==> config.mk <==
export PLATFORM = sky130hd
export DESIGN_NAME = rtlim_ram
export DESIGN_NICKNAME = d
export VERILOG_FILES = /design/src/rtl/core/ragged_two_level_index_mapper_defines.svh /design/src/rtl/core/rtlim_pkg.sv /design/src/rtl/core/rtlim_ram.sv
export SDC_FILE = /design/constraint.sdc
export NUM_CORES = 1
export LEC_CHECK = 0
export ABC_CLOCK_PERIOD_IN_PS = 3400
export BUFFER_PORTS_ARGS = -buffer_cell sky130_fd_sc_hd__buf_2
export CAP_MARGIN = 10
export CORE_MARGIN = 1
export CORE_UTILIZATION = 63
export CTS_BUF_LIST = sky130_fd_sc_hd__clkbuf_4
export CTS_CLUSTER_SIZE = 25
export DETAILED_ROUTE_END_ITERATION = 8
export PLACE_DENSITY = 0.93
export SYNTH_ARGS = -nofsm -noshare
export SYNTH_HDL_FRONTEND = slang
export SYNTH_SLANG_ARGS = --single-unit
==> constraint.sdc <==
create_clock -name clk -period 3.4 [get_ports clk]
set_input_delay 0.17 -clock clk [delete_from_list [all_inputs] [get_ports clk]]
set_output_delay 0.17 -clock clk [all_outputs]
set_load 0.005 [all_outputs]
==> src/rtl/core/ragged_two_level_index_mapper_defines.svh <==
// Assertion macros for the index mapper.
// Each use stands on a line of its own and carries its own label.
`ifndef RAGGED_TWO_LEVEL_INDEX_MAPPER_DEFINES_SVH
`define RAGGED_TWO_LEVEL_INDEX_MAPPER_DEFINES_SVH
`ifndef SYNTHESIS
// Same-cycle implication.
`define RTLIM_ASSERT_IMPL(label, clk, rst_n, ante, cons) \
	label: assert property (@(posedge clk) disable iff (!rst_n) (ante) |-> (cons)) \
		else $error("rtlim: same-cycle check failed");
// Next-cycle implication.
`define RTLIM_ASSERT_NEXT(label, clk, rst_n, ante, cons) \
	label: assert property (@(posedge clk) disable iff (!rst_n) (ante) |=> (cons)) \
		else $error("rtlim: next-cycle check failed");
`else
`define RTLIM_ASSERT_IMPL(label, clk, rst_n, ante, cons)
`define RTLIM_ASSERT_NEXT(label, clk, rst_n, ante, cons)
`endif
`endif

==> src/rtl/core/rtlim_pkg.sv <==
`timescale 1ns / 1ps

package rtlim_pkg;

	localparam int MAX_ATOMS_DEF     = 256;
	localparam int MAX_SHELLS_DEF    = 1024;
	localparam int FUNCTION_BITS_DEF = 16;

	localparam int MODE_W   = 3;
	localparam int STATUS_W = 2;
	localparam int COUNT_W  = 10;

	typedef enum logic [MODE_W-1:0] {
		MODE_CLEAR      = 3'd0,
		MODE_ADD_ATOM   = 3'd1,
		MODE_ADD_SHELL  = 3'd2,
		MODE_FIND_FUNC  = 3'd3,
		MODE_FIND_SHELL = 3'd4,
		MODE_TO_GLOBAL  = 3'd5
	} mode_t;

	typedef enum logic [STATUS_W-1:0] {
		ST_OK    = 2'd0,
		ST_RANGE = 2'd1,
		ST_FULL  = 2'd2
	} status_t;

	// bits to index n entries
	function automatic int idx_w(input int n);
		return (n > 1) ? $clog2(n) : 1;
	endfunction

	// bits to hold a count from 0 to n
	function automatic int cnt_w(input int n);
		return (n > 0) ? $clog2(n + 1) : 1;
	endfunction

endpackage

==> src/rtl/core/rtlim_ram.sv <==
`timescale 1ns / 1ps

module rtlim_ram #(
	parameter int WIDTH = 8,
	parameter int DEPTH = 16
) (
	input  logic                                 clk,
	input  logic                                 we,
	input  logic [rtlim_pkg::idx_w(DEPTH)-1:0]   addr,
	input  logic [WIDTH-1:0]                     wdata,
	output logic [WIDTH-1:0]                     rdata
);

	logic [WIDTH-1:0] mem_q [DEPTH];
	logic [WIDTH-1:0] rdata_q;

	// read-first, registered read data
	always_ff @(posedge clk) begin
		if (we) begin
			mem_q[addr] <= wdata;
		end
		rdata_q <= mem_q[addr];
	end

	assign rdata = rdata_q;

endmodule

== Yosys cells after proc, flatten, opt, wreduce, memory -nomap -nowiden ==
Memories as Yosys holds them, arrays and structs flattened. A register that Yosys moved wholly into a read port is not among the register bits.
Cells that the tools add are included.

* Register bits: 0
* Memory bits (writable): 128
* Bits of input ports: 14
* Output and inout bits: 8
* Logic and storage cells: 3
* Memories kept: 1

{| class="wikitable"
|+ Memory list
! name !! words !! bits a word !! rd ports !! clocked after memory_dff !! write ports !! line !! text
|-
| mem_q || 16 || 8 || 1 || 1 || 1 || rtlim_ram.sv:14 || <nowiki>logic [WIDTH-1:0] mem_q [DEPTH];</nowiki>
|}

* Multiplexer cells: 2

{| class="wikitable"
|+ Operators with widths
! operator !! number
|-
| 2-to-1 mux 1 bit || 2
|}

== Logic depth before layout (Yosys ltp) ==
Gate-level depths: netlist of the first run.

* Word-level depth: 2
* Depth in mapped cells: 5
* Gate-level depth less buffers: 3

== Worst setup path after synthesis of the first run ==
Ideal clock, no wire load.

* Kind: input-to-reg
* From: input port addr[2] (netlist bit)
* To: memory mem_q[0][0] (enable)
* Setup time: 383 ps
* Arrival time: 1280 ps
* Required time: 3017 ps
* Setup slack: 1737 ps
* Cell stages on the path: 2
* Buffers on the path: 0
* Cells stage by stage: or3b_2 > nor3_1

{| class="wikitable"
|+ RTL lines
! element !! line !! text
|-
| from (decl) || rtlim_ram.sv:9 || <nowiki>input logic [rtlim_pkg::idx_w(DEPTH)-1:0] addr,</nowiki>
|-
| to (decl) || rtlim_ram.sv:14 ||
|}

No word-level cell before the write port.

== Final worst setup path of the first run ==
* From: input port addr[1] (netlist bit)
* To: memory mem_q[11][0] (enable)

No word-level cell before the write port.

==> results of run 1 <==
registers in the layout, summed over array words and instances (netlist names):
name / count
rdata: 8
mem_q: 128
power by group through the flow:
| stage | Sequential [mW] | Clock (mW) | Combinational [mW] |
|---|---|---|---|
| after floorplan | 1.92 | 0 | 0.0966 |
| after global placement | 1.92 | 0 | 0.160 |
| after detailed placement | 1.92 | 0 | 0.169 |
| after CTS | 1.88 | 1.08 | 0.170 |
| after global routing | 1.89 | 1.15 | 0.185 |
| final | 1.88 | 1.07 | 0.173 |
layer usage:
metal | up-vias | track usage [%] | wire, um
met4 | 0 | 11.5 | 272
met2 | 146 | 41.0 | 5100
met5 | - | 0 | 0
li1 | 1040 | - | -
met1 | 1244 | 33.6 | 3500
met3 | 22 | 6.55 | 658
cells in the final DEF, fill, tap and decap left out, types with 3 or more instances in the layout:
| cell | count |
|---|---|
| mux4_2 | 32 |
| nor2_1 | 13 |
| inv_6 | 4 |
| buf_2 | 21 |
| edfxtp_1 | 128 |
| buf_4 | 3 |
| nand2_1 | 9 |
| clkinvlp_4 | 5 |
| dlygate4sd3_1 | 4 |
| clkbuf_4 | 18 |
| dfxtp_1 | 8 |
| a22oi_1 | 16 |
| clkinv_4 | 3 |
| nor3_1 | 4 |
stage by stage:
step           utilization, %  hold slack (ps)  worst slack (ps)  power (mW)
2_1_floorplan               -              269              1740        2.01
3_3_place_gp             67.8              546              1250        2.08
3_5_place_dp             67.8              549              1200        2.09
4_1_cts                  71.7             2.70              1770        3.13
5_1_grt                  72.2            -1.28              1640        3.22
6_report                 72.2             32.5              1710        3.13
synthesized netlist by cell type:
cell type  instances
nand2b_1           2
buf_6              2
clkbuf_2           1
dfxtp_1            8
and2_1             1
buf_1              4
nor2b_1            2
mux4_2            32
edfxtp_1         128
nor3_1             4
nand2_1            9
a22oi_1           16
or3b_2             1
clkbuf_1           2
nand3_1            1
nand3b_1           2
nor2_1            13
buf_2              2
logic make-up (layout without fill, tap and decap cells):
logic type | Yosys count | after routing | share of synthesized area [%]
buffers and inverters | 11 | 61 | 1.19
DFF | 136 | 136 | 79.0
and+or+nand+nor | 35 | 35 | 3.21
muxes | 32 | 32 | 14.2
AOI/OAI and AO/OA | 16 | 16 | 2.37
critical path, stage by stage:
cell     delay (ps)
buf_2           660
nand2_1         310
nor2_1          710
path summary, 6_finish.rpt:
| check | startpoint | to | cells past startpoint |
|---|---|---|---|
| worst max-delay path | addr[1] | mem_q[11][0] | 3 |
| worst min register to register | mem_q[15][0] | rdata[0] | 3 |
| worst max register to register | mem_q[1][7] | rdata[7] | 3 |
| worst min-delay path | wdata[3] | mem_q[8][3] | 1 |
final cells by class:
class / instances / area [um2]
clock inverters: 15 / 170
multi-input cells: 83 / 1000
flip-flops and latches: 136 / 4000
fillers: 434 / 2160
repair buffers: 29 / 175
clock buffers: 17 / 128
well taps: 102 / 128
repair_timing:
action,in CTS,in global routing
hold buffers,1,3
hold endpoints to repair,4,9
resized for setup,0,0
==> run metrics, run 1 <==
Post-Syn Instances=230; area grow syn2layout=10.7%; Antenna Cells=0; top cells by area, synth=edfxtp_1 (76%), mux4_2 (14%), dfxtp_1 (3.2%); cts bufs inserted=17; endpoints failing setup=0; Syn Std Cell Area=5070 um2; dpl hpwl=6040 um; switching share of power=23.5%; final instance area=5610 um2; Hold Crit Class=primary input to flip-flop; Starting Density=about two thirds; Reg power frac=roughly 60%; Crit Path Class=primary input to flip-flop; Yosys top cell area share=75.9%; placed cell area=5260 um2; setup tns final=0 ps; crit share post-route=between 40% and 50%; Core Region=7770 um2; initial antenna violation count=0; H-tree depth=4; Seq/Total Area, Yosys=79.0%; Vias=2452; Iter 0 DRT Violations=456; CP max FO=39; post-synth top area cell=edfxtp_1; I/O pin count=22; Crit. End Element=flip-flop; CTS tree=done; CTS Buffer Depth=2; # DRC=0; row count=32; Synth Register Bits=136; fin crit period=1690 ps; total grt overflow=0; Max Cap Viol=0; unrepaired setup endpoints after global routing=no; Avg Cell Area, Syn=22.0 um2; result of the run=complete, no violations; Mapped Nets=244; die width=about 90 um; Logic pwr share=5.5%; clk_lat worst skew=roughly 550 ps; first-pass GRT wire length=between 10000 and 15000 um; Worst EP arrival=1860 ps; Die ar.=between 8000 and 9000 um2; P_sw=0.734 mW; synth warn=0; GRT Total Usage=between 20 and 30%; Distinct cells, synth=18; P_leak=1.80 nW; Layout Nets=around 280; clk_skew=25.0 ps; Sink Count=136; Slew @ Worst Pin=1160 ps; per-cell routed wire length=24.9 um; Critical Path RT=3580 ps; Pwr Density=around 560 nW/um2; I/O Buffers=21; post-route ant nets=0; count of pins over their slew limit=0; RD Place Congestion=0.792; Internal=2.39 mW; clock share of power=between 30 and 40%; share of layout cells above drive strength 1=32.1%; Reg clk slew, reported paths=140 ps; placed cell count=345; Reg2Reg Setup Slack=1960 ps; peak supply drop=339 uV; DRT Pass-1 Iters=5; clock root cell=clkbuf_4; CP Launch Type=primary input; die height=91.7 um; Setup Buffers After CTS=0; Max-slew headroom=22.4%; final WL=9530 um; post-route insts no fill=382; vias per cell=around 6.4; vias in the first global route=2481; Final Hold Violating Endpoints=0; maximum clock rate=~600 MHz; largest net degree at the start of global routing=40
(Power assumes the default switching activity.)
==> run 2, diff against run 1 <==
--- a/config.mk
+++ b/config.mk
@@ -5,7 +5,8 @@
 export SDC_FILE = /design/constraint.sdc
 export NUM_CORES = 1
 export LEC_CHECK = 0
-export ABC_CLOCK_PERIOD_IN_PS = 3400
+export ABC_AREA = 1
+export ABC_CLOCK_PERIOD_IN_PS = 1700
 export BUFFER_PORTS_ARGS = -buffer_cell sky130_fd_sc_hd__buf_2
 export CAP_MARGIN = 10
 export CORE_MARGIN = 1
==> constraint.sdc (replaced) <==
create_clock -name clk -period 1.7 [get_ports clk]
set_input_delay 0.085 -clock clk [delete_from_list [all_inputs] [get_ports clk]]
set_output_delay 0.085 -clock clk [all_outputs]
set_load 0.005 [all_outputs]
==> run 2 against run 1 <==
- sequential share of layout area decreased by 7.4 points
- count of clock-buffer cells in the layout unchanged
- critical path type is now flip-flop to primary output
- sequential power increased by 100%
- utilization decreased by 0.11 points
- combinational power increased to 2.8 times the previous value
- area after synthesis increased by 10%
- wire length increased by 38%
- power increased by 98%
- setup slack got worse by 1200 ps
==> run metrics, run 2 <==
vias per cell=5.66; most frequent cells in the layout=nand2_1 (346), edfxtp_1 (128), buf_4 (27), inv_1 (21), buf_2 (21); largest family of logic cells by synthesized area=simple AND/OR/NAND/NOR gates; Die ar.=9260 um2; synth warn=0; # DRC=0; die height=96.2 um; unrepaired setup endpoints after global routing=no; CP max-delay cell=dfxtp_1; initial antenna violation count=0; Crit. End Element=primary output; area grow syn2layout=11.9%; r2r worst-path depth=8; post-synthesis simple-gate area fraction=24.8%; mux contribution to synthesized area=0%; commonest non-fill, non-tap cell in the layout=nand2_1; I/O pin count=22; Reg clk slew, reported paths=130 ps; final WL=13100 um; CP Launch Type=flip-flop; filler instances=549; DRT Pass-1 Iters=7; Final Hold Violating Endpoints=0; I/O Buffers=21; count of pins over their slew limit=0; P_leak=around 2.7 nW; Crit Path Class=flip-flop to primary output; post-synth top area cell=edfxtp_1; Slew @ Worst Pin=between 300 and 400 ps; Pwr Total=6.20 mW; top cells by area, synth=edfxtp_1 (69%), nand2_1 (23%), dfxtp_1 (2.9%); Worst EP arrival=1060 ps; Post-Syn Instances=approximately 550; post-route insts no fill=723; placed cell count=683; dpl hpwl=about 8100 um; ys flop type=edfxtp_1; Critical Path RT=1620 ps; endpoints failing setup=0; Seq/Total Area, Yosys=71.6%; result of the run=complete, no violations; number of flip-flops in the largest register=between 100 and 150; pre-CTS setup slack=roughly 260 ps; Synth Register Bits=around 140; CTS tree=done; largest net degree at the start of global routing=30; Crit path depth=1; fin crit period=between 1000 and 1500 ps; RD Place Congestion=roughly 0.94; Sink Count=136; Post-synth EDFFs=128; Iter 0 DRT Violations=442; critical-path cell list=buf_2; largest reg by FF count=mem_q; Post-synth top cells=nand2_1 (346), edfxtp_1 (128), inv_1 (21); peak supply drop=908 uV; setup tns final=0 ps; share of layout cells above drive strength 1=12.8%; Hold Crit Class=primary input to flip-flop; Synth Area in Compound Gates=0%; worst stage delay on the critical path=410 ps; Top delay family on crit path=flip-flops; vias in the first global route=4147; Layout Nets=616; die width=96.2 um; most common cell in the netlist=nand2_1; minimum hold slack=approximately 130 ps; xor-xnor portion of the synthesized cell area=0%; GRT Total Usage=32.7%; Avg Cell Area, Syn=10.2 um2; first-pass GRT wire length=21000 um; total grt overflow=0; Pwr Density=990 nW/um2; Synth async-reset ratio=0%; Vias=between 4000 and 5000; Distinct cells, synth=11; Max-slew headroom=between 70 and 80%; H-tree depth=4; per-cell routed wire length=18.2 um; clk_lat worst skew=530 ps; Mapped Nets=562; Starting Density=between 60 and 70%; maximum clock rate=875 MHz; Antenna Cells=0; row count=34; clock root cell=clkbuf_4; Setup Buffers After CTS=0; Syn Std Cell Area=5590 um2; post-synthesis adder-cell area fraction=0%; cts bufs inserted=17; Buf/Inv on CP=1; clk_skew=20.1 ps; hold path depth=7; setup slack after layout=557 ps; crit share post-route=about two thirds; CP max FO=1; post-route ant nets=0; Max Cap Viol=0; CTS Buffer Depth=2; Core Region=around 8700 um2; Yosys top cell area share=just under 70%
==> run 2: cell types whose count changed after synthesis, sizes merged, moves of 2 or more <==
| cell | before | now |
|---|---|---|
| nand2b | 2 | 0 |
| mux4 | 32 | 0 |
| a22oi | 16 | 0 |
| nand3b | 2 | 0 |
| inv | 0 | 22 |
| nor3 | 4 | 0 |
| nand3 | 1 | 4 |
| nand2 | 9 | 346 |
| buf | 8 | 18 |
| nor2 | 13 | 18 |
| nor2b | 2 | 0 |
==> run 2: what timing repair did <==
action | 4_1_cts | 5_1_grt
endpoints found under the hold margin | 128 | 0
hold buffers | 8 | 0
endpoints found under the setup margin | 0 | 0
gates resized for setup | 0 | 0
==> run 2: path summary, 6_finish.rpt <==
kind | startpoint | end | slack, ps
max | rdata[2] | rdata[2] | 560
max reg2reg | mem_q[10][2] | rdata[2] | 610
min reg2reg | mem_q[5][3] | rdata[3] | 710
min | addr[1] | rdata[7] | 130
==> run 2: cell type report <==
type | count | area [um2] | area share [%]
clock buffer | 17 | 128 | 2.04
clock inverter | 15 | 129 | 2.06
inverter | 23 | 86.3 | 1.38
multi-input combinational | 368 | 1390 | 22.2
sequential | 136 | 4000 | 64.0
tap | 108 | 135 | 2.16
timing repair buffer | 56 | 388 | 6.20
==> run 2: kinds of logic after synthesis <==
group	Yosys count
buf+inv	44
flops	136
simple gates	368
==> run 2: stage by stage <==
step / instance area, um2 / util (%)
detailed placement: 5920 / 68.2
finish: 6260 / 72.1
global placement: 5920 / 68.2
global route: 6260 / 72.1
CTS: 6260 / 72.1
floorplan: 5590 / -
==> run 2: metal layers <==
metal | track usage (%) | wire, um | vias to the layer above
li1 | - | - | 1860
met1 | 39.6 | 4530 | 1866
met2 | 53.5 | 6440 | 302
met3 | 7.98 | 1500 | 67
met4 | 19.2 | 651 | 0
met5 | 0 | 0 | -
==> run 2: power breakdown <==
part,switching [mW],internal [mW]
logic,0.340,0.144
registers,0.0282,3.74
clock network,1.22,0.724
total,1.58,4.61
==> run 3, diff against run 2 <==
--- a/config.mk
+++ b/config.mk
@@ -6,7 +6,7 @@
 export NUM_CORES = 1
 export LEC_CHECK = 0
 export ABC_AREA = 1
-export ABC_CLOCK_PERIOD_IN_PS = 1700
+export ABC_CLOCK_PERIOD_IN_PS = 1100
 export BUFFER_PORTS_ARGS = -buffer_cell sky130_fd_sc_hd__buf_2
 export CAP_MARGIN = 10
 export CORE_MARGIN = 1
==> constraint.sdc (replaced) <==
create_clock -name clk -period 1.1 [get_ports clk]
set_input_delay 0.055 -clock clk [delete_from_list [all_inputs] [get_ports clk]]
set_output_delay 0.055 -clock clk [all_outputs]
set_load 0.005 [all_outputs]
==> run 3 against run 2 <==
- power increased by 59%
- first-iteration DRC count decreased by 28%
- wire length decreased by 5.5%
- sequential share of layout area decreased by 2.5 points
- utilization increased by 2.9 points
- non-clock buffer count decreased by 3
==> run metrics, run 3 (synthesis gave the netlist of run 2 again) <==
Final Hold Violating Endpoints=0; CP max FO=1; multi-input combinational cell area=1570 um2; Reg2Reg Setup Slack=around 60 ps; largest reg by FF count=mem_q; Critical Path RT=1040 ps; hold path start=we; Top delay family on crit path=flip-flops; per-cell routed wire length=between 15 and 20 um; Core Region=8680 um2; Max-slew headroom=~75%; RD Place Congestion=between 0.9 and 1; filler instances=533; Crit. End Element=primary output; count of pins over their slew limit=0; setup tns final=0 ps; area grow syn2layout=16.4%; worst stage delay on the critical path=370 ps; CTS tree=done; cts bufs inserted=17; Hold Crit Class=primary input to flip-flop; P_leak=2.75 nW; initial antenna violation count=1; Crit Path Class=flip-flop to primary output; I/O pin count=22; critical-path cell list=buf_2; clk_skew=16.6 ps; CTS Buffer Depth=2; row count=34; GRT Total Usage=30.7%; Die ar.=roughly 9000 um2; CP max-delay cell=dfxtp_1; die width=96.2 um; endpoints failing setup=0; clock root cell=clkbuf_4; die height=96.2 um; r2r worst-path depth=8; peak supply drop=approximately 990 uV; share of layout cells above drive strength 1=between 10% and 20%; result of the run=complete, no violations; number of flip-flops in the largest register=~130; reg-to-reg endpoint=rdata[5]; pre-CTS setup slack=-115 ps; CP Launch Type=flip-flop; Worst EP arrival=1000 ps; largest net degree at the start of global routing=32; Iter 0 DRT Violations=317; Final Util=75.0%; Sink Count=136; minimum hold slack=129 ps; fin crit period=1060 ps; Starting Density=64.4%; vias per cell=~5.6; most frequent cells in the layout=nand2_1 (341), edfxtp_1 (128), buf_2 (21), buf_4 (19), inv_1 (18); first-pass GRT wire length=19700 um; Seq. cell area=about 4000 um2; Buf/Inv on CP=1; DRT Pass-1 Iters=5; Max Cap Viol=0; setup slack after layout=40.5 ps; vias in the first global route=between 3000 and 4000; dpl hpwl=about 8000 um; Vias=4022; Endpoint, Worst Hold=mem_q[9][1]; Pwr Total=between 9 and 10 mW; crit share post-route=96.3%; hold path depth=3; unrepaired setup endpoints after global routing=yes; total grt overflow=0; Layout Nets=613; post-route ant nets=0; Slew @ Worst Pin=around 370 ps; Reg clk slew, reported paths=120 ps; I/O Buffers=21; clk_lat worst skew=520 ps; H-tree depth=4; # DRC=0; commonest non-fill, non-tap cell in the layout=nand2_1; final WL=12400 um; reg-to-reg startpoint=mem_q[12][5]; Pwr Density=1510 nW/um2; maximum clock rate=944 MHz
-- run 3: changes by cell type in the layout (fill, tap and decap cells not counted), sizes merged --
cell	change
buf	-3
clkinvlp	-2
bufinv	+1
clkinv	+1
diode	+1
-- run 3: how the worst max path moves through the flow --
stage / from / to / slack, ps / cells after the start
floorplan: addr[1] / mem_q[10][0] / 3 / 4
global placement: addr[0] / mem_q[15][3] / -30 / 4
detailed placement: addr[0] / rdata[4] / -120 / 11
CTS: rdata[6] / rdata[6] / 20 / 1
global route: mem_q[12][5] / rdata[5] / -6 / 8
finish: rdata[6] / rdata[6] / 40 / 1
-- run 3: final cells by class --
class,count,area share [%]
well taps,108,2.08
inverters,23,1.35
diodes,1,0.0384
clock buffers,17,1.96
multi-input cells,368,24.2
repair buffers,53,6.57
flip-flops and latches,136,61.5
clock inverters,15,2.31
-- run 3: timing repair --
item,in CTS,in global routing
hold endpoints to repair,128,0
resized for setup,0,9
setup endpoints to repair,0,6
setup buffers,0,0
hold buffers,8,0
-- run 3: power breakdown --
| part | leakage, nW | internal (mW) | switching, mW |
|---|---|---|---|
| Clock | 0.146 | 1.35 | 1.82 |
| Sequential | 1.22 | 5.78 | 0.0343 |
| Combinational | 1.39 | 0.282 | 0.571 |
| Total | 2.75 | 7.42 | 2.42 |
-- run 3: stage by stage --
stage	instances	area, um2
detailed placement	680	6140
floorplan	548	5780
finish	721	6510
CTS	720	6490
global placement	680	6140
global route	721	6510
-- run 3: routing by layer --
layer  wire length (um)  GRT usage (%)  vias to the layer above  share of wire (%)
met5                  0              0                        -                  0
met4                570           18.4                        0                4.6
met3               1070           5.69                       50                8.7
met2               6150           49.4                      243                 50
met1               4620           38.9                     1869                 37
li1                   -              -                     1860                  -
