`src/rtl/core/ragged_two_level_index_mapper_defines.svh`:
```
// Assertion macros for the index mapper.
// Each use stands on a line of its own and carries its own label.
`ifndef RAGGED_TWO_LEVEL_INDEX_MAPPER_DEFINES_SVH
`define RAGGED_TWO_LEVEL_INDEX_MAPPER_DEFINES_SVH
`ifndef SYNTHESIS
// Same-cycle implication.
`define RTLIM_ASSERT_IMPL(label, clk, rst_n, ante, cons) \
	label: assert property (@(posedge clk) disable iff (!rst_n) (ante) |-> (cons)) \
		else $error("rtlim: same-cycle check failed");
// Next-cycle implication.
`define RTLIM_ASSERT_NEXT(label, clk, rst_n, ante, cons) \
	label: assert property (@(posedge clk) disable iff (!rst_n) (ante) |=> (cons)) \
		else $error("rtlim: next-cycle check failed");
`else
`define RTLIM_ASSERT_IMPL(label, clk, rst_n, ante, cons)
`define RTLIM_ASSERT_NEXT(label, clk, rst_n, ante, cons)
`endif
`endif

```
`src/rtl/core/rtlim_pkg.sv`:
```
`timescale 1ns / 1ps

package rtlim_pkg;

	localparam int MAX_ATOMS_DEF     = 256;
	localparam int MAX_SHELLS_DEF    = 1024;
	localparam int FUNCTION_BITS_DEF = 16;

	localparam int MODE_W   = 3;
	localparam int STATUS_W = 2;
	localparam int COUNT_W  = 10;

	typedef enum logic [MODE_W-1:0] {
		MODE_CLEAR      = 3'd0,
		MODE_ADD_ATOM   = 3'd1,
		MODE_ADD_SHELL  = 3'd2,
		MODE_FIND_FUNC  = 3'd3,
		MODE_FIND_SHELL = 3'd4,
		MODE_TO_GLOBAL  = 3'd5
	} mode_t;

	typedef enum logic [STATUS_W-1:0] {
		ST_OK    = 2'd0,
		ST_RANGE = 2'd1,
		ST_FULL  = 2'd2
	} status_t;

	// bits to index n entries
	function automatic int idx_w(input int n);
		return (n > 1) ? $clog2(n) : 1;
	endfunction

	// bits to hold a count from 0 to n
	function automatic int cnt_w(input int n);
		return (n > 0) ? $clog2(n + 1) : 1;
	endfunction

endpackage

```
`src/rtl/core/rtlim_seq.sv`:
```
`timescale 1ns / 1ps
`include "ragged_two_level_index_mapper_defines.svh"

module rtlim_seq #(
	parameter int MAX_ATOMS     = rtlim_pkg::MAX_ATOMS_DEF,
	parameter int MAX_SHELLS    = rtlim_pkg::MAX_SHELLS_DEF,
	parameter int FUNCTION_BITS = rtlim_pkg::FUNCTION_BITS_DEF
) (
	input  logic                                      clk,
	input  logic                                      arst_n,
	input  logic                                      start,
	output logic                                      busy,
	input  logic [rtlim_pkg::MODE_W-1:0]              mode,
	input  logic [rtlim_pkg::idx_w(MAX_ATOMS)-1:0]    atom_index,
	input  logic [rtlim_pkg::idx_w(MAX_SHELLS)-1:0]   shell_index,
	input  logic [FUNCTION_BITS-1:0]                  function_index,
	input  logic [rtlim_pkg::COUNT_W-1:0]             count,
	output logic                                      done,
	output logic [rtlim_pkg::STATUS_W-1:0]            status,
	output logic [rtlim_pkg::idx_w(MAX_ATOMS)-1:0]    atom_found,
	output logic [rtlim_pkg::idx_w(MAX_SHELLS)-1:0]   shell_local,
	output logic [rtlim_pkg::idx_w(MAX_SHELLS)-1:0]   shell_global,
	output logic [FUNCTION_BITS-1:0]                  function_local,
	output logic [FUNCTION_BITS-1:0]                  function_global,
	output logic [rtlim_pkg::cnt_w(MAX_SHELLS)-1:0]   shells_of_atom,
	output logic [rtlim_pkg::COUNT_W-1:0]             functions_of_shell,
	output logic [rtlim_pkg::cnt_w(MAX_ATOMS)-1:0]    atoms_total,
	output logic [rtlim_pkg::cnt_w(MAX_SHELLS)-1:0]   shells_total,
	output logic [FUNCTION_BITS-1:0]                  functions_total,
	output logic                                      ss_we,
	output logic [rtlim_pkg::idx_w(MAX_ATOMS)-1:0]    ss_addr,
	output logic [rtlim_pkg::cnt_w(MAX_SHELLS)-1:0]   ss_wdata,
	input  logic [rtlim_pkg::cnt_w(MAX_SHELLS)-1:0]   ss_rdata,
	output logic                                      fs_we,
	output logic [rtlim_pkg::idx_w(MAX_SHELLS)-1:0]   fs_addr,
	output logic [FUNCTION_BITS-1:0]                  fs_wdata,
	input  logic [FUNCTION_BITS-1:0]                  fs_rdata
);

	import rtlim_pkg::*;

	localparam int AW    = idx_w(MAX_ATOMS);
	localparam int ACW   = cnt_w(MAX_ATOMS);
	localparam int SW    = idx_w(MAX_SHELLS);
	localparam int SCW   = cnt_w(MAX_SHELLS);
	localparam int FW    = FUNCTION_BITS;
	localparam int CW    = COUNT_W;
	localparam int IW    = (AW > SW) ? AW : SW;
	localparam int KW    = (SCW > FW) ? SCW : FW;
	localparam int SSUMW = ((SCW > CW) ? SCW : CW) + 1;
	localparam int FSUMW = ((FW > CW) ? FW : CW) + 1;

	typedef enum logic [2:0] {
		S_IDLE,
		S_SINIT,
		S_SRCH,
		S_F0,
		S_F1,
		S_F2,
		S_FIN
	} state_t;

	state_t            state_q;
	mode_t             mode_q;
	logic [SW-1:0]     si_q;
	logic [FW-1:0]     fi_q;
	logic [CW-1:0]     cnt_q;
	logic [IW-1:0]     lo_q;
	logic [IW-1:0]     hi_q;
	logic [IW-1:0]     mid_q;
	logic [KW-1:0]     key_q;
	logic              tbl_q;     // search target: 1 function sums, 0 shell sums
	logic              phase_q;   // second fetch of local-to-global
	logic [AW-1:0]     a_q;
	logic [SW-1:0]     s_q;
	logic [SCW-1:0]    ss_top_q;
	logic [SCW-1:0]    ss_base_q;
	logic [FW-1:0]     fs_top_q;
	logic [FW-1:0]     fs_base_q;
	logic [ACW-1:0]    atom_count_q;
	logic [SCW-1:0]    shell_count_q;
	logic [SCW-1:0]    app_q;
	logic [FW-1:0]     ftot_q;
	status_t           res_status_q;
	logic [AW-1:0]     res_atom_q;
	logic [SW-1:0]     res_sloc_q;
	logic [SW-1:0]     res_sglob_q;
	logic [FW-1:0]     res_floc_q;
	logic [FW-1:0]     res_fglob_q;
	logic [SCW-1:0]    res_soa_q;
	logic [CW-1:0]     res_fos_q;
	logic              done_q;

	logic [SSUMW-1:0]  add_ssum;
	logic [FSUMW-1:0]  add_fsum;
	logic              full_atom;
	logic              full_shell;
	logic [KW-1:0]     srch_data;
	logic              gt;
	logic [IW-1:0]     nlo;
	logic [IW-1:0]     nhi;
	logic [IW-1:0]     nmid;
	logic [IW-1:0]     init_mid;
	logic [IW-1:0]     srch_addr;
	logic              srch_fin;
	logic [IW-1:0]     srch_idx;
	logic [SCW-1:0]    fin_soa;
	logic [SW-1:0]     fin_sloc;
	logic [FW-1:0]     fin_fos;
	logic [FW-1:0]     fin_fos_v;
	logic              s_hit;

	assign add_ssum   = SSUMW'(shell_count_q) + SSUMW'(count);
	assign add_fsum   = FSUMW'(ftot_q) + FSUMW'(count);
	assign full_atom  = (atom_count_q >= ACW'(MAX_ATOMS)) || (add_ssum > SSUMW'(MAX_SHELLS));
	assign full_shell = (app_q >= shell_count_q) || (app_q >= SCW'(MAX_SHELLS)) ||
		(add_fsum[FSUMW-1:FW] != '0);

	// binary search step: find the first entry above the key
	assign srch_data = tbl_q ? KW'(fs_rdata) : KW'(ss_rdata);
	assign gt        = srch_data > key_q;
	assign nlo       = gt ? lo_q : mid_q + 1'b1;
	assign nhi       = gt ? mid_q : hi_q;
	assign nmid      = IW'(({1'b0, nlo} + {1'b0, nhi}) >> 1);
	assign init_mid  = IW'(({1'b0, lo_q} + {1'b0, hi_q}) >> 1);
	assign srch_addr = (state_q == S_SINIT) ? init_mid : nmid;
	assign srch_fin  = (state_q == S_SINIT) ? (lo_q == hi_q) : !(nlo < nhi);
	assign srch_idx  = (state_q == S_SINIT) ? lo_q : nlo;

	assign fin_soa   = ss_top_q - ss_base_q;
	assign fin_sloc  = SW'(SCW'(s_q) - ss_base_q);
	assign fin_fos   = fs_top_q - fs_base_q;
	assign s_hit     = SCW'(s_q) < app_q;
	assign fin_fos_v = s_hit ? fin_fos : '0;

	always_comb begin
		ss_we    = 1'b0;
		ss_addr  = '0;
		ss_wdata = SCW'(add_ssum);
		fs_we    = 1'b0;
		fs_addr  = '0;
		fs_wdata = FW'(ftot_q + FW'(cnt_q));
		unique case (state_q)
			S_IDLE: begin
				ss_we   = start && (mode == MODE_ADD_ATOM) && !full_atom;
				ss_addr = AW'(atom_count_q);
			end
			S_SINIT, S_SRCH: begin
				if (tbl_q) begin
					fs_addr = SW'(srch_addr);
				end else begin
					ss_addr = AW'(srch_addr);
				end
			end
			S_F0: begin
				ss_addr = a_q;
				fs_addr = s_q;
			end
			S_F1: begin
				ss_addr = a_q - 1'b1;
				fs_addr = s_q - 1'b1;
			end
			S_FIN: begin
				fs_we   = (mode_q == MODE_ADD_SHELL);
				fs_addr = s_q;
			end
			default: ;
		endcase
	end

	always_ff @(posedge clk or negedge arst_n) begin
		if (!arst_n) begin
			state_q       <= S_IDLE;
			mode_q        <= MODE_CLEAR;
			si_q          <= '0;
			fi_q          <= '0;
			cnt_q         <= '0;
			lo_q          <= '0;
			hi_q          <= '0;
			mid_q         <= '0;
			key_q         <= '0;
			tbl_q         <= 1'b0;
			phase_q       <= 1'b0;
			a_q           <= '0;
			s_q           <= '0;
			ss_top_q      <= '0;
			ss_base_q     <= '0;
			fs_top_q      <= '0;
			fs_base_q     <= '0;
			atom_count_q  <= '0;
			shell_count_q <= '0;
			app_q         <= '0;
			ftot_q        <= '0;
			res_status_q  <= ST_OK;
			res_atom_q    <= '0;
			res_sloc_q    <= '0;
			res_sglob_q   <= '0;
			res_floc_q    <= '0;
			res_fglob_q   <= '0;
			res_soa_q     <= '0;
			res_fos_q     <= '0;
			done_q        <= 1'b0;
		end else begin
			done_q <= 1'b0;
			unique case (state_q)
				S_IDLE: begin
					if (start) begin
						mode_q       <= mode_t'(mode);
						si_q         <= shell_index;
						fi_q         <= function_index;
						cnt_q        <= count;
						lo_q         <= '0;
						phase_q      <= 1'b0;
						res_status_q <= ST_OK;
						res_atom_q   <= '0;
						res_sloc_q   <= '0;
						res_sglob_q  <= '0;
						res_floc_q   <= '0;
						res_fglob_q  <= '0;
						res_soa_q    <= '0;
						res_fos_q    <= '0;
						unique case (mode)
							MODE_CLEAR: begin
								atom_count_q  <= '0;
								shell_count_q <= '0;
								app_q         <= '0;
								ftot_q        <= '0;
								done_q        <= 1'b1;
							end
							MODE_ADD_ATOM: begin
								done_q <= 1'b1;
								if (full_atom) begin
									res_status_q <= ST_FULL;
								end else begin
									res_atom_q    <= AW'(atom_count_q);
									res_sglob_q   <= SW'(shell_count_q);
									res_soa_q     <= SCW'(count);
									shell_count_q <= SCW'(add_ssum);
									atom_count_q  <= atom_count_q + 1'b1;
								end
							end
							MODE_ADD_SHELL: begin
								if (full_shell) begin
									res_status_q <= ST_FULL;
									done_q       <= 1'b1;
								end else begin
									s_q     <= SW'(app_q);
									key_q   <= KW'(app_q);
									tbl_q   <= 1'b0;
									hi_q    <= IW'(atom_count_q - 1'b1);
									state_q <= S_SINIT;
								end
							end
							MODE_FIND_FUNC: begin
								if (function_index >= ftot_q) begin
									res_status_q <= ST_RANGE;
									done_q       <= 1'b1;
								end else begin
									key_q   <= KW'(function_index);
									tbl_q   <= 1'b1;
									hi_q    <= IW'(app_q - 1'b1);
									state_q <= S_SINIT;
								end
							end
							MODE_FIND_SHELL: begin
								if (SCW'(shell_index) >= shell_count_q) begin
									res_status_q <= ST_RANGE;
									done_q       <= 1'b1;
								end else begin
									s_q     <= shell_index;
									key_q   <= KW'(shell_index);
									tbl_q   <= 1'b0;
									hi_q    <= IW'(atom_count_q - 1'b1);
									state_q <= S_SINIT;
								end
							end
							MODE_TO_GLOBAL: begin
								if (ACW'(atom_index) >= atom_count_q) begin
									res_status_q <= ST_RANGE;
									done_q       <= 1'b1;
								end else begin
									a_q     <= atom_index;
									state_q <= S_F0;
								end
							end
							default: begin
								res_status_q <= ST_RANGE;
								done_q       <= 1'b1;
							end
						endcase
					end
				end
				S_SINIT, S_SRCH: begin
					if (srch_fin) begin
						if (tbl_q) begin
							// shell found; chain into the atom search
							s_q     <= SW'(srch_idx);
							key_q   <= KW'(srch_idx);
							tbl_q   <= 1'b0;
							lo_q    <= '0;
							hi_q    <= IW'(atom_count_q - 1'b1);
							state_q <= S_SINIT;
						end else begin
							a_q     <= AW'(srch_idx);
							state_q <= S_F0;
						end
					end else if (state_q == S_SINIT) begin
						mid_q   <= init_mid;
						state_q <= S_SRCH;
					end else begin
						lo_q  <= nlo;
						hi_q  <= nhi;
						mid_q <= nmid;
					end
				end
				S_F0: begin
					state_q <= S_F1;
				end
				S_F1: begin
					ss_top_q <= ss_rdata;
					fs_top_q <= fs_rdata;
					state_q  <= S_F2;
				end
				S_F2: begin
					ss_base_q <= (a_q == '0) ? '0 : ss_rdata;
					fs_base_q <= (s_q == '0) ? '0 : fs_rdata;
					state_q   <= S_FIN;
				end
				S_FIN: begin
					state_q <= S_IDLE;
					done_q  <= 1'b1;
					unique case (mode_q)
						MODE_ADD_SHELL: begin
							res_atom_q  <= a_q;
							res_sglob_q <= s_q;
							res_sloc_q  <= fin_sloc;
							res_soa_q   <= fin_soa;
							res_fos_q   <= cnt_q;
							res_fglob_q <= ftot_q;
							app_q       <= app_q + 1'b1;
							ftot_q      <= FW'(ftot_q + FW'(cnt_q));
						end
						MODE_FIND_FUNC: begin
							res_atom_q  <= a_q;
							res_sglob_q <= s_q;
							res_sloc_q  <= fin_sloc;
							res_soa_q   <= fin_soa;
							res_fos_q   <= CW'(fin_fos);
							res_fglob_q <= fi_q;
							res_floc_q  <= fi_q - fs_base_q;
						end
						MODE_FIND_SHELL: begin
							res_atom_q  <= a_q;
							res_sglob_q <= s_q;
							res_sloc_q  <= fin_sloc;
							res_soa_q   <= fin_soa;
							if (s_hit) begin
								res_fos_q   <= CW'(fin_fos);
								res_fglob_q <= fs_base_q;
							end
						end
						MODE_TO_GLOBAL: begin
							if (!phase_q) begin
								if (SCW'(si_q) >= fin_soa) begin
									res_status_q <= ST_RANGE;
								end else begin
									// refetch with the global shell now known
									s_q     <= SW'(ss_base_q + SCW'(si_q));
									phase_q <= 1'b1;
									state_q <= S_F0;
									done_q  <= 1'b0;
								end
							end else if (fi_q >= fin_fos_v) begin
								res_status_q <= ST_RANGE;
							end else begin
								res_atom_q  <= a_q;
								res_sloc_q  <= si_q;
								res_sglob_q <= s_q;
								res_floc_q  <= fi_q;
								res_fglob_q <= fs_base_q + fi_q;
								res_soa_q   <= fin_soa;
								res_fos_q   <= CW'(fin_fos_v);
							end
						end
						default: begin
							res_status_q <= ST_RANGE;
						end
					endcase
				end
				default: begin
					state_q <= S_IDLE;
				end
			endcase
		end
	end

	assign busy               = (state_q != S_IDLE);
	assign done               = done_q;
	assign status             = res_status_q;
	assign atom_found         = res_atom_q;
	assign shell_local        = res_sloc_q;
	assign shell_global       = res_sglob_q;
	assign function_local     = res_floc_q;
	assign function_global    = res_fglob_q;
	assign shells_of_atom     = res_soa_q;
	assign functions_of_shell = res_fos_q;
	assign atoms_total        = atom_count_q;
	assign shells_total       = shell_count_q;
	assign functions_total    = ftot_q;

	`RTLIM_ASSERT_IMPL(a_app_le_declared, clk, arst_n, 1'b1, app_q <= shell_count_q)
	`RTLIM_ASSERT_IMPL(a_counts_bounded, clk, arst_n, 1'b1, (shell_count_q <= SCW'(MAX_SHELLS)) && (atom_count_q <= ACW'(MAX_ATOMS)))
	`RTLIM_ASSERT_IMPL(a_search_window, clk, arst_n, state_q == S_SRCH, (lo_q <= mid_q) && (mid_q < hi_q))
	`RTLIM_ASSERT_IMPL(a_fs_write_at_fin, clk, arst_n, fs_we, (state_q == S_FIN) && (mode_q == MODE_ADD_SHELL))
	`RTLIM_ASSERT_NEXT(a_no_spurious_done, clk, arst_n, (state_q == S_IDLE) && !start, !done_q)

endmodule

```
`config.mk`:
```
export PLATFORM = sky130hd
export DESIGN_NAME = rtlim_seq
export DESIGN_NICKNAME = d
export VERILOG_FILES = /design/src/rtl/core/rtlim_pkg.sv /design/src/rtl/core/rtlim_seq.sv
export VERILOG_INCLUDE_DIRS = /design/src /design/src/rtl/core
export SDC_FILE = /design/constraint.sdc
export NUM_CORES = 1
export LEC_CHECK = 0
export CELL_PAD_IN_SITES_DETAIL_PLACEMENT = 1
export CELL_PAD_IN_SITES_GLOBAL_PLACEMENT = 1
export CORE_MARGIN = 3
export CORE_UTILIZATION = 54
export DETAILED_ROUTE_END_ITERATION = 10
export DONT_BUFFER_PORTS = 1
export HOLD_SLACK_MARGIN = 0.12
export PLACE_DENSITY_LB_ADDON = 0.1
export SKIP_CTS_REPAIR_TIMING = 1
export SLEW_MARGIN = 10
export SYNTH_ARGS = -nofsm -noshare
export SYNTH_HDL_FRONTEND = slang
export SYNTH_SLANG_ARGS = --single-unit
```
`constraint.sdc`:
```
create_clock -name clk -period 10 [get_ports clk]
set_clock_uncertainty 0.2 [all_clocks]
set_input_delay 1 -clock clk [delete_from_list [all_inputs] [get_ports clk]]
set_output_delay 1 -clock clk [all_outputs]
set_load 0.05 [all_outputs]
```
== After elaboration in Yosys (flattened, before gate mapping) ==
Index checks and enable logic that the tools add are counted.
W data, S select, Z words.
Operators by class
  magnitude comparators: 12
  multiplexer cells: 151
  div/mod/pow operators: 0
  $mul: 0
  reductions and logical operators: 35
  bitwise logic cells: 1
  add/subtract/negate cells: 18
  shifts and indexed selects: 0
  equal/unequal tests: 47
Operators by type and width (count)
  $mux W10: 35
  $mux W16: 18
  $pmux W10 S2: 8
  $pmux W16 S2: 5
  $pmux W10 S3: 3
  $mux W11: 8
  $mux W8: 11
  $pmux W11 S2: 4
  $pmux W16 S4: 1
  $pmux W16 S3: 1
  $pmux W8 S2: 3
  $pmux W10 S4: 1
  $ne A3 B3 Y1 const B: 11
  $ge A16 B16 Y1: 2
  $pmux W8 S4: 1
  $sub A16 B16 Y16: 2
  $mux W1: 23
  $add A10 B10 Y11: 2
  $ge A10 B11 Y1: 2
  $ne A2 B2 Y1 const B: 11
  $eq A3 B3 Y1 const B: 7
  $mux W3: 7
  $mux W2: 10
  $sub A10 B1 Y10 const B: 2
  58 further kinds: 86
Storage, ports and cells
  output and inout bits: 168
  bits in latches: 0
  memories: 0
  input bits: 77
  memory bits (writable): 0
  ROM bits: 0
  register bits after elaboration: 293

== Longest topological paths before layout ==
Gate-level depths: netlist (run 1).
  depth in word-level cells: 8
  depth in mapped cells: 24
  gate-level depth less buffers: 22

== Least setup slack after synthesis (run 1) ==
OpenSTA, ideal clock, no wires.
  path kind: reg2out
  start: reg tbl_q
  end: out ss_addr[6] (netlist name)
  path buffers: 4
  path slack: 3027 ps
  arrival: 5773 ps
  required time: 8800 ps
  cell stages (with the launch flop): 23
  path through: dfrtp_1 > clkbuf_1 > clkbuf_1 > mux2_2 > ha_1 > a21oi_1 > o21a_1 > o22ai_1 > o31ai_2 > buf_2 > buf_2 > mux2i_1 > inv_1 > ha_1 > o21ai_0 > nand2b_1 > nand2_1 > nand2b_1 > nand2_1 > a31o_2 > nor4b_1 > a211oi_1 > o21ai_0
On the way
  cells in the longest elaborated chain, start to end: 7
  elaborated cells between the ends (all ways): 8
RTL lines
  from (decl): RTL line rtlim_seq.sv:72  | logic tbl_q;
  from (signal assigned): RTL line rtlim_seq.sv:182  | tbl_q <= 1'b0;
  from (signal assigned): RTL line rtlim_seq.sv:249  | tbl_q <= 1'b0;
  from (signal assigned): RTL line rtlim_seq.sv:260  | tbl_q <= 1'b1;
  $mux W16: RTL line rtlim_seq.sv:120  | assign srch_data = tbl_q ? KW'(fs_rdata) : KW'(ss_rdata);
  $gt A16 B16 Y1: RTL line rtlim_seq.sv:121  | assign gt = srch_data > key_q;
  $mux W10, on equally long branches: RTL line rtlim_seq.sv:122, rtlim_seq.sv:123
  $add A10 B10 Y11: RTL line rtlim_seq.sv:124  | assign nmid = IW'(({1'b0, nlo} + {1'b0, nhi}) >> 1);
  $mux W10: RTL line rtlim_seq.sv:126  | assign srch_addr = (state_q == S_SINIT) ? init_mid : nmid;
  $mux W8 *: RTL line rtlim_seq.sv:149  | if (tbl_q) begin
  $pmux W8 S4 *: RTL line rtlim_seq.sv:143  | unique case (state_q)
  to (decl): RTL line rtlim_seq.sv:31  | output logic [rtlim_pkg::idx_w(MAX_ATOMS)-1:0] ss_addr,
Every way passes the cells marked *; elsewhere a longest branch is shown, timed or not.

== Worst setup path after layout (run 1) ==
  start: reg tbl_q
  end: reg s_q[5]
On the way
  cells in the longest elaborated chain, start to end: 8
  elaborated cells between the ends (all ways): 14
RTL lines
  $mux W16: RTL line rtlim_seq.sv:120
  $gt A16 B16 Y1: RTL line rtlim_seq.sv:121
  $mux W10, on equally long branches: RTL line rtlim_seq.sv:122, rtlim_seq.sv:123
  $lt A10 B10 Y1: RTL line rtlim_seq.sv:127  | assign srch_fin = (state_q == S_SINIT) ? (lo_q == hi_q) : !(nlo < nhi);
  $logic_not A1 Y1: RTL line rtlim_seq.sv:127
  $mux W1: RTL line rtlim_seq.sv:127
  $ne A2 B2 Y1 (no source line)
  $reduce_and A10 Y1 (no source line)
  to (signal assigned): RTL line rtlim_seq.sv:247  | s_q <= SW'(app_q);
  to (signal assigned): RTL line rtlim_seq.sv:270  | s_q <= shell_index;
  to (signal assigned): RTL line rtlim_seq.sv:297  | s_q <= SW'(srch_idx);
  to (decl): RTL line rtlim_seq.sv:75  | logic [SW-1:0] s_q;
Several ways; a longest one is shown, not always the timed one. The select of a mux whose other input is x is not followed.
A chain may end at the register's enable or synchronous reset.

==> results of run 1 <==
## logic make-up after synthesis
logic type	synth area share, %
AO/OA/AOI/OAI	20.88
XOR/XNOR	4.758
adder cells (fa/ha/maj)	13.45
buffers and inverters	5.170
flip-flops	31.36
multiplexers	7.701
AND/OR/NAND/NOR	16.68
## through the flow
stage	utilization (%)	hold WS [ns]
2_1_floorplan	-	0.2523
3_3_place_gp	56.48	0.2713
3_5_place_dp	56.48	0.2753
4_1_cts	59.49	-0.07284
5_1_grt	59.56	0.3221
6_report	59.56	0.1726
## state kept, by name (all words and copies together) (netlist names), 11 cells and up
register / cells
shells_total: 11
fs_base_q: 16
ss_top_q: 11
function_global: 16
key_q: 16
fs_top_q: 16
ss_base_q: 11
function_local: 16
fi_q: 16
shells_of_atom: 11
app_q: 11
functions_total: 16
## worst min path at each step
stage / to / slack, ns
finish: fs_top_q[8] / 0.17
floorplan: fs_top_q[10] / 0.25
global placement: fs_top_q[3] / 0.27
detailed placement: fs_top_q[14] / 0.28
global route: ss_top_q[8] / 0.32
CTS: fs_top_q[8] / -0.07
## cell usage after synthesis, types with 23 or more instances
master	number
a21o_1	42
o21ai_0	149
ha_1	237
inv_1	185
xor2_1	40
or3_1	24
nand2_1	405
dfrtp_1	293
mux2i_1	46
a211oi_1	23
nand2b_1	26
a22o_1	69
o22ai_1	35
mux2_2	119
xnor2_1	87
nor3_1	64
nor2_1	141
a21oi_1	160
nand3_1	60
clkbuf_1	112
## critical path, cell delays in order (launching register included)
cell and delay (ns):
dfrtp_1 0.88, mux2_2 0.42, ha_1 0.32, nand4_1 0.15
or4_1 0.64, o31ai_4 0.09, buf_4 0.39, mux2_2 0.41
ha_1 0.42, or4_1 0.53, nor3_1 0.27, nand2_1 0.12
or3_1 0.40, a21oi_4 0.54, nand2b_1 0.72, o2111a_1 0.65
mux2_2 0.41
## routing by layer
metal | vias to the layer above | GRT usage [%] | part of all wire (%)
met5 | - | 0 | 0
met4 | 0 | 31.34 | 9.5
met3 | 457 | 8.899 | 8.4
met2 | 1237 | 69.20 | 46
met1 | 11140 | 47.81 | 36
li1 | 9661 | - | -
## layout by cell type, fill, tap and decap left out, types with 16 or more instances in the layout
cell	Yosys	layout
a21oi_1	160	160
nor2b_1	22	22
nor2_1	141	140
nand4_1	21	21
nand3_1	60	60
and2_1	20	18
xor2_1	40	40
a21o_1	42	42
o22ai_1	35	35
or3_1	24	24
o211ai_1	17	17
nand2b_1	26	26
o31ai_1	22	22
dfrtp_1	293	293
ha_1	237	237
mux2_2	119	119
nand2_1	405	404
o21a_1	17	17
a22o_1	69	69
a31oi_1	19	18
and3_1	16	16
nor3_1	64	64
mux2i_1	46	46
a211oi_1	23	23
o221ai_1	20	20
buf_4	2	34
clkbuf_16	0	37
xnor2_1	87	87
o21ai_0	149	142
inv_1	185	185
## area by class of cell
class | count | area [sq um] | area share (%)
flip-flops and latches | 293 | 7332 | 29.09
repair buffers | 35 | 282.8 | 1.122
inverters | 190 | 713.2 | 2.829
well taps | 577 | 721.9 | 2.864
clock buffers | 51 | 1069 | 4.239
multi-input cells | 2112 | 14880 | 59.04
clock inverters | 12 | 205.2 | 0.8141
==> flow_summary.ini, run 1 <==
[outcome]
status = finished with violations
violations = max-slew violations

[clock_network]
numCtsBuffers = 36
clockBufferDepth = 3
cts_tree = yes
cts.clk_slew.worst_paths_ns = 0.06
root_buffer = clkbuf_16
htree_levels = 2
cts_sinks = 293
insertion_delay_ns = 0.58

[route]
totalWireLength_um = 98580
drc_errors = 0
vias = 22500
avgViaCountPerCell = 6.880
drt-initial-drc-count = 1984
final_antenna_net_count = 0
dr.pass1.iters = 6
wire_per_inst_um = 30.15

[critical_path]
crit_start = tbl_q
r2r-end = s_q[5]
crit_end = s_q[5]
arrival_ns = 7.98
worstSetupPathType = flip-flop to flip-flop
cp.required_ns = 10.25
r2r_cells = 16
end_kind = flip-flop
critPathMaxFanout = 26
r2r_slack_ns = 2.27
r2r_start = tbl_q
worstSetupStartpointType = flip-flop

[sta]
fmaxAchievable_mhz = 129.4
final.min_clock_period_ns = 7.727
worst_pin_slew_ns = 1.879
fin_crit_sh_pct = 77.27
finalWorstSetupSlack_ns = 2.273
relSlewSlack_pct = -25.28
maxSlewViolCount = 263
finalHoldViolations = 0
rsz0062_at_grt = no
tns_ns = 0
final-setup-viol-count = 0

[layout]
area_growth_pct = 7.808
drive_gt1_share_pct = 9.283
final_nets = 2991
fin_cells = 3270
diodes = 0
num-fill-cells = 4909
fin_area_sq_um = 25210

[floorplan]
fp-row-count = 75
core_area_sq_um = 42320
start_util_pct = 55.24
die_area_sq_um = 45830
fp.dieH_um = 214.1
ios = 245
die_x_um = 214.1

[global_route]
grt_start_max_net_pins = 294
grt_pass1_vias = 23350
grtUsageTotal_pct = 41.85
antenna_found_initial = 2
grt_remaining_overflow = 0
grt_pass1_wl_um = 147000

[synth]
synthTopCellsByArea = dfrtp_1 (31%), ha_1 (13%), nand2_1 (6.5%)
synth.avg_cell_area_sq_um = 8.586
synth_edf_count = 0
synth_nets = 3046
ys_seq_elements = 293
syn-instance-count = 2723
synth_cell_types = 83
syn_area_sq_um = 23380
synthFlopType = dfrtp_1
synthArstFlopShare_pct = 100.0
yosysTopAreaCell = dfrtp_1
ys_seq_area_share_pct = 31.36
synth_top_area_share_pct = 31.36
ys_warn_count = 0

[placed_design]
dp_slack_ns = 2.416
gp_congestion = 0.9636
placed_cells = 3206
placed_cell_area_sq_um = 23900
io_buffers = 0
dp_hpwl_um = 74800

[min_path]
hold_path_class = primary input to asynchronous set/reset pin

[run]
drv_cap = 0
Power of run 1 is not shown: default switching activity piles up to over one toggle a cycle in this logic, so the estimate is an artifact.
==> run 2, diff against run 1 <==
ABC_AREA = 1   (was not set)
CORE_UTILIZATION = 43   (was 54)
clock period = 6.6 ns   (was 10 ns; I/O delays follow)
==> flow_summary.ini, run 2 <==
[critical_path]
worstSetupPathType = flip-flop to output port
cp_top_family = simple AND/OR/NAND/NOR gates
arrival_ns = 5.32
r2r_cells = 20
r2r_slack_ns = 0.59
crit_cells = 24
worstPathCellList = nand2_1 -> inv_1 -> ha_1 -> a21oi_1 -> o21ai_0 -> a21oi_1 -> nand2_2 -> nand2_2 -> nand2_1 -> nand2_1 -> inv_1 -> ha_1 -> inv_1 -> ha_1 -> inv_1 -> nand2_1 -> nand3_1 -> nand2_1 -> nand3_1 -> nand2_1 -> nand2_1 -> nand3_1 -> nand3_1 -> nand2_1
crit_end = fs_addr[7]
end_kind = output port
worstSetupStartpointType = flip-flop
crit_path_frequent_cell = nand2_1
critPathMaxFanout = 36
slowest_stage = dfrtp_2
r2r-end = a_q[1]
cp.required_ns = 5.74
crit_buf_inv = 4
crit_start = tbl_q
r2r_start = tbl_q
slowest_delay_ns = 0.68

[synth]
synthTopCellsByArea = dfrtp_1 (32%), nand2_1 (15%), ha_1 (13%)
ys_warn_count = 0
synth.top_cells.by_count = nand2_1 (899), inv_1 (364), o21ai_0 (303), dfrtp_1 (293), ha_1 (237)
synth_cell_types = 55
synthFlopType = dfrtp_1
yosysTopAreaCell = dfrtp_1
synth_fa_ha_area_share_pct = 13.71
syn-instance-count = 3212
synth_top_area_share_pct = 31.96
synthArstFlopShare_pct = 100.0
yosys.area_share.simple_pct = 25.44
synth_nets = 3535
synth_top_family_by_area = simple AND/OR/NAND/NOR gates
synth_edf_count = 0
synth.avg_cell_area_sq_um = 7.143
syn_area_sq_um = 22940
ys_seq_elements = 293
synth.most_common_cell = nand2_1
synth_mux_area_share_pct = 0.04363
synth_compound_area_share_pct = 17.82
yosys.area_share.xor_xnor_pct = 2.863
ys_seq_area_share_pct = 31.96

[sta]
rsz0062_at_grt = no
fin_crit_sh_pct = 93.66
final-setup-viol-count = 0
finalWorstSetupSlack_ns = 0.4187
fmaxAchievable_mhz = 161.8
hold-worst-slack_ns = -0.4206
maxSlewViolCount = 0
worst_pin_slew_ns = 1.289
tns_ns = 0
final.min_clock_period_ns = 6.181
finalHoldViolations = 293
relSlewSlack_pct = 14.04

[outcome]
status = finished with violations
violations = negative hold slack

[route]
avgViaCountPerCell = 5.950
wire_per_inst_um = 26.73
dr.pass1.iters = 5
drt-initial-drc-count = 1922
vias = 23770
totalWireLength_um = 106800
final_antenna_net_count = 0
drc_errors = 0

[clock_network]
clockBufferDepth = 3
insertion_delay_ns = 0.58
root_buffer = clkbuf_16
cts.clk_slew.worst_paths_ns = 0.06
cts_sinks = 293
htree_levels = 2
cts_tree = yes
numCtsBuffers = 38

[floorplan]
ios = 245
fp.dieH_um = 237.0
fp-row-count = 84
core_area_sq_um = 52660
start_util_pct = 43.57
die_area_sq_um = 56170
die_x_um = 237.0

[layout]
regArea_sq_um = 7333
drive_gt1_share_pct = 6.002
final_nets = 3592
final_common_cell = nand2_1
mostFrequentLayoutCells = nand2_1 (898), inv_1 (363), o21ai_0 (297)
area_growth_pct = 13.11
num-fill-cells = 6719
multi_input_area_sq_um = 13780

[global_route]
grt_pass1_vias = 23890
antenna_found_initial = 6
grt_start_max_net_pins = 294
grt_remaining_overflow = 0
grt_pass1_wl_um = 153700
grtUsageTotal_pct = 36.06

[placed_design]
dp_hpwl_um = 80880
gp_congestion = 1.006
io_buffers = 0
dp_slack_ns = 0.4380

[run]
drv_cap = 0

[min_path]
hold_path_class = primary input to asynchronous set/reset pin
==> run 2: changes by cell type in the layout (fill, tap and decap cells not counted), sizes merged, moves of 40 or more <==
cell         delta
mux2          -119
nand3         +100
nor2           +40
inv           +187
xnor2          -68
dlygate4sd3    +68
mux2i          -45
a22o           -62
a21oi          +41
nand2         +501
o21ai         +172
==> run 2: worst min-delay path by stage <==
| stage | from | to | slack, ns | cells after the start |
|---|---|---|---|---|
| after floorplan | arst_n | a_q[0] | 0.16 | 0 |
| after CTS | arst_n | functions_total[12] | -0.44 | 0 |
| after detailed placement | arst_n | function_global[11] | 0.17 | 0 |
| after global placement | arst_n | function_global[11] | 0.17 | 0 |
| final | arst_n | function_global[10] | -0.42 | 0 |
| after global routing | arst_n | function_global[11] | -0.44 | 0 |
==> run 2: layer usage <==
metal | up-vias | wire length, um | part of all wire, % | global-route usage (%)
met3 | 232 | 6662 | 6.2 | 5.020
li1 | 10850 | - | - | -
met1 | 11820 | 43400 | 41 | 46.06
met4 | 2 | 6485 | 6.1 | 19.63
met5 | - | 13 | 0.012 | 0
met2 | 873 | 50230 | 47 | 59.04
==> run 2: layout make-up <==
type	instances	share of cell area (%)
flip-flops and latches	293	28.26
clock inverters	24	1.427
multi-input cells	2427	53.11
diodes	8	0.07713
repair buffers	129	4.387
clock buffers	46	3.934
well taps	688	3.317
inverters	380	5.496
==> run 2: stage by stage <==
step	utilization, %	hold WS, ns	cell area [sq um]	std cells
final	49.29	-0.4206	25950	3995
after global routing	49.28	-0.4374	25950	3993
after CTS	47.95	-0.4427	25250	3919
after detailed placement	45.31	0.1715	23860	3849
after global placement	45.31	0.1715	23860	3849
after floorplan	-	0.1644	22940	3212
==> run 2: cells by family after synthesis <==
group,after synthesis
AO/OA/AOI/OAI,723
XOR/XNOR,75
adder cells (fa/ha/maj),246
buffers and inverters,492
flip-flops,293
multiplexers,1
AND/OR/NAND/NOR,1382
Power of run 2 is left out for the same reason.
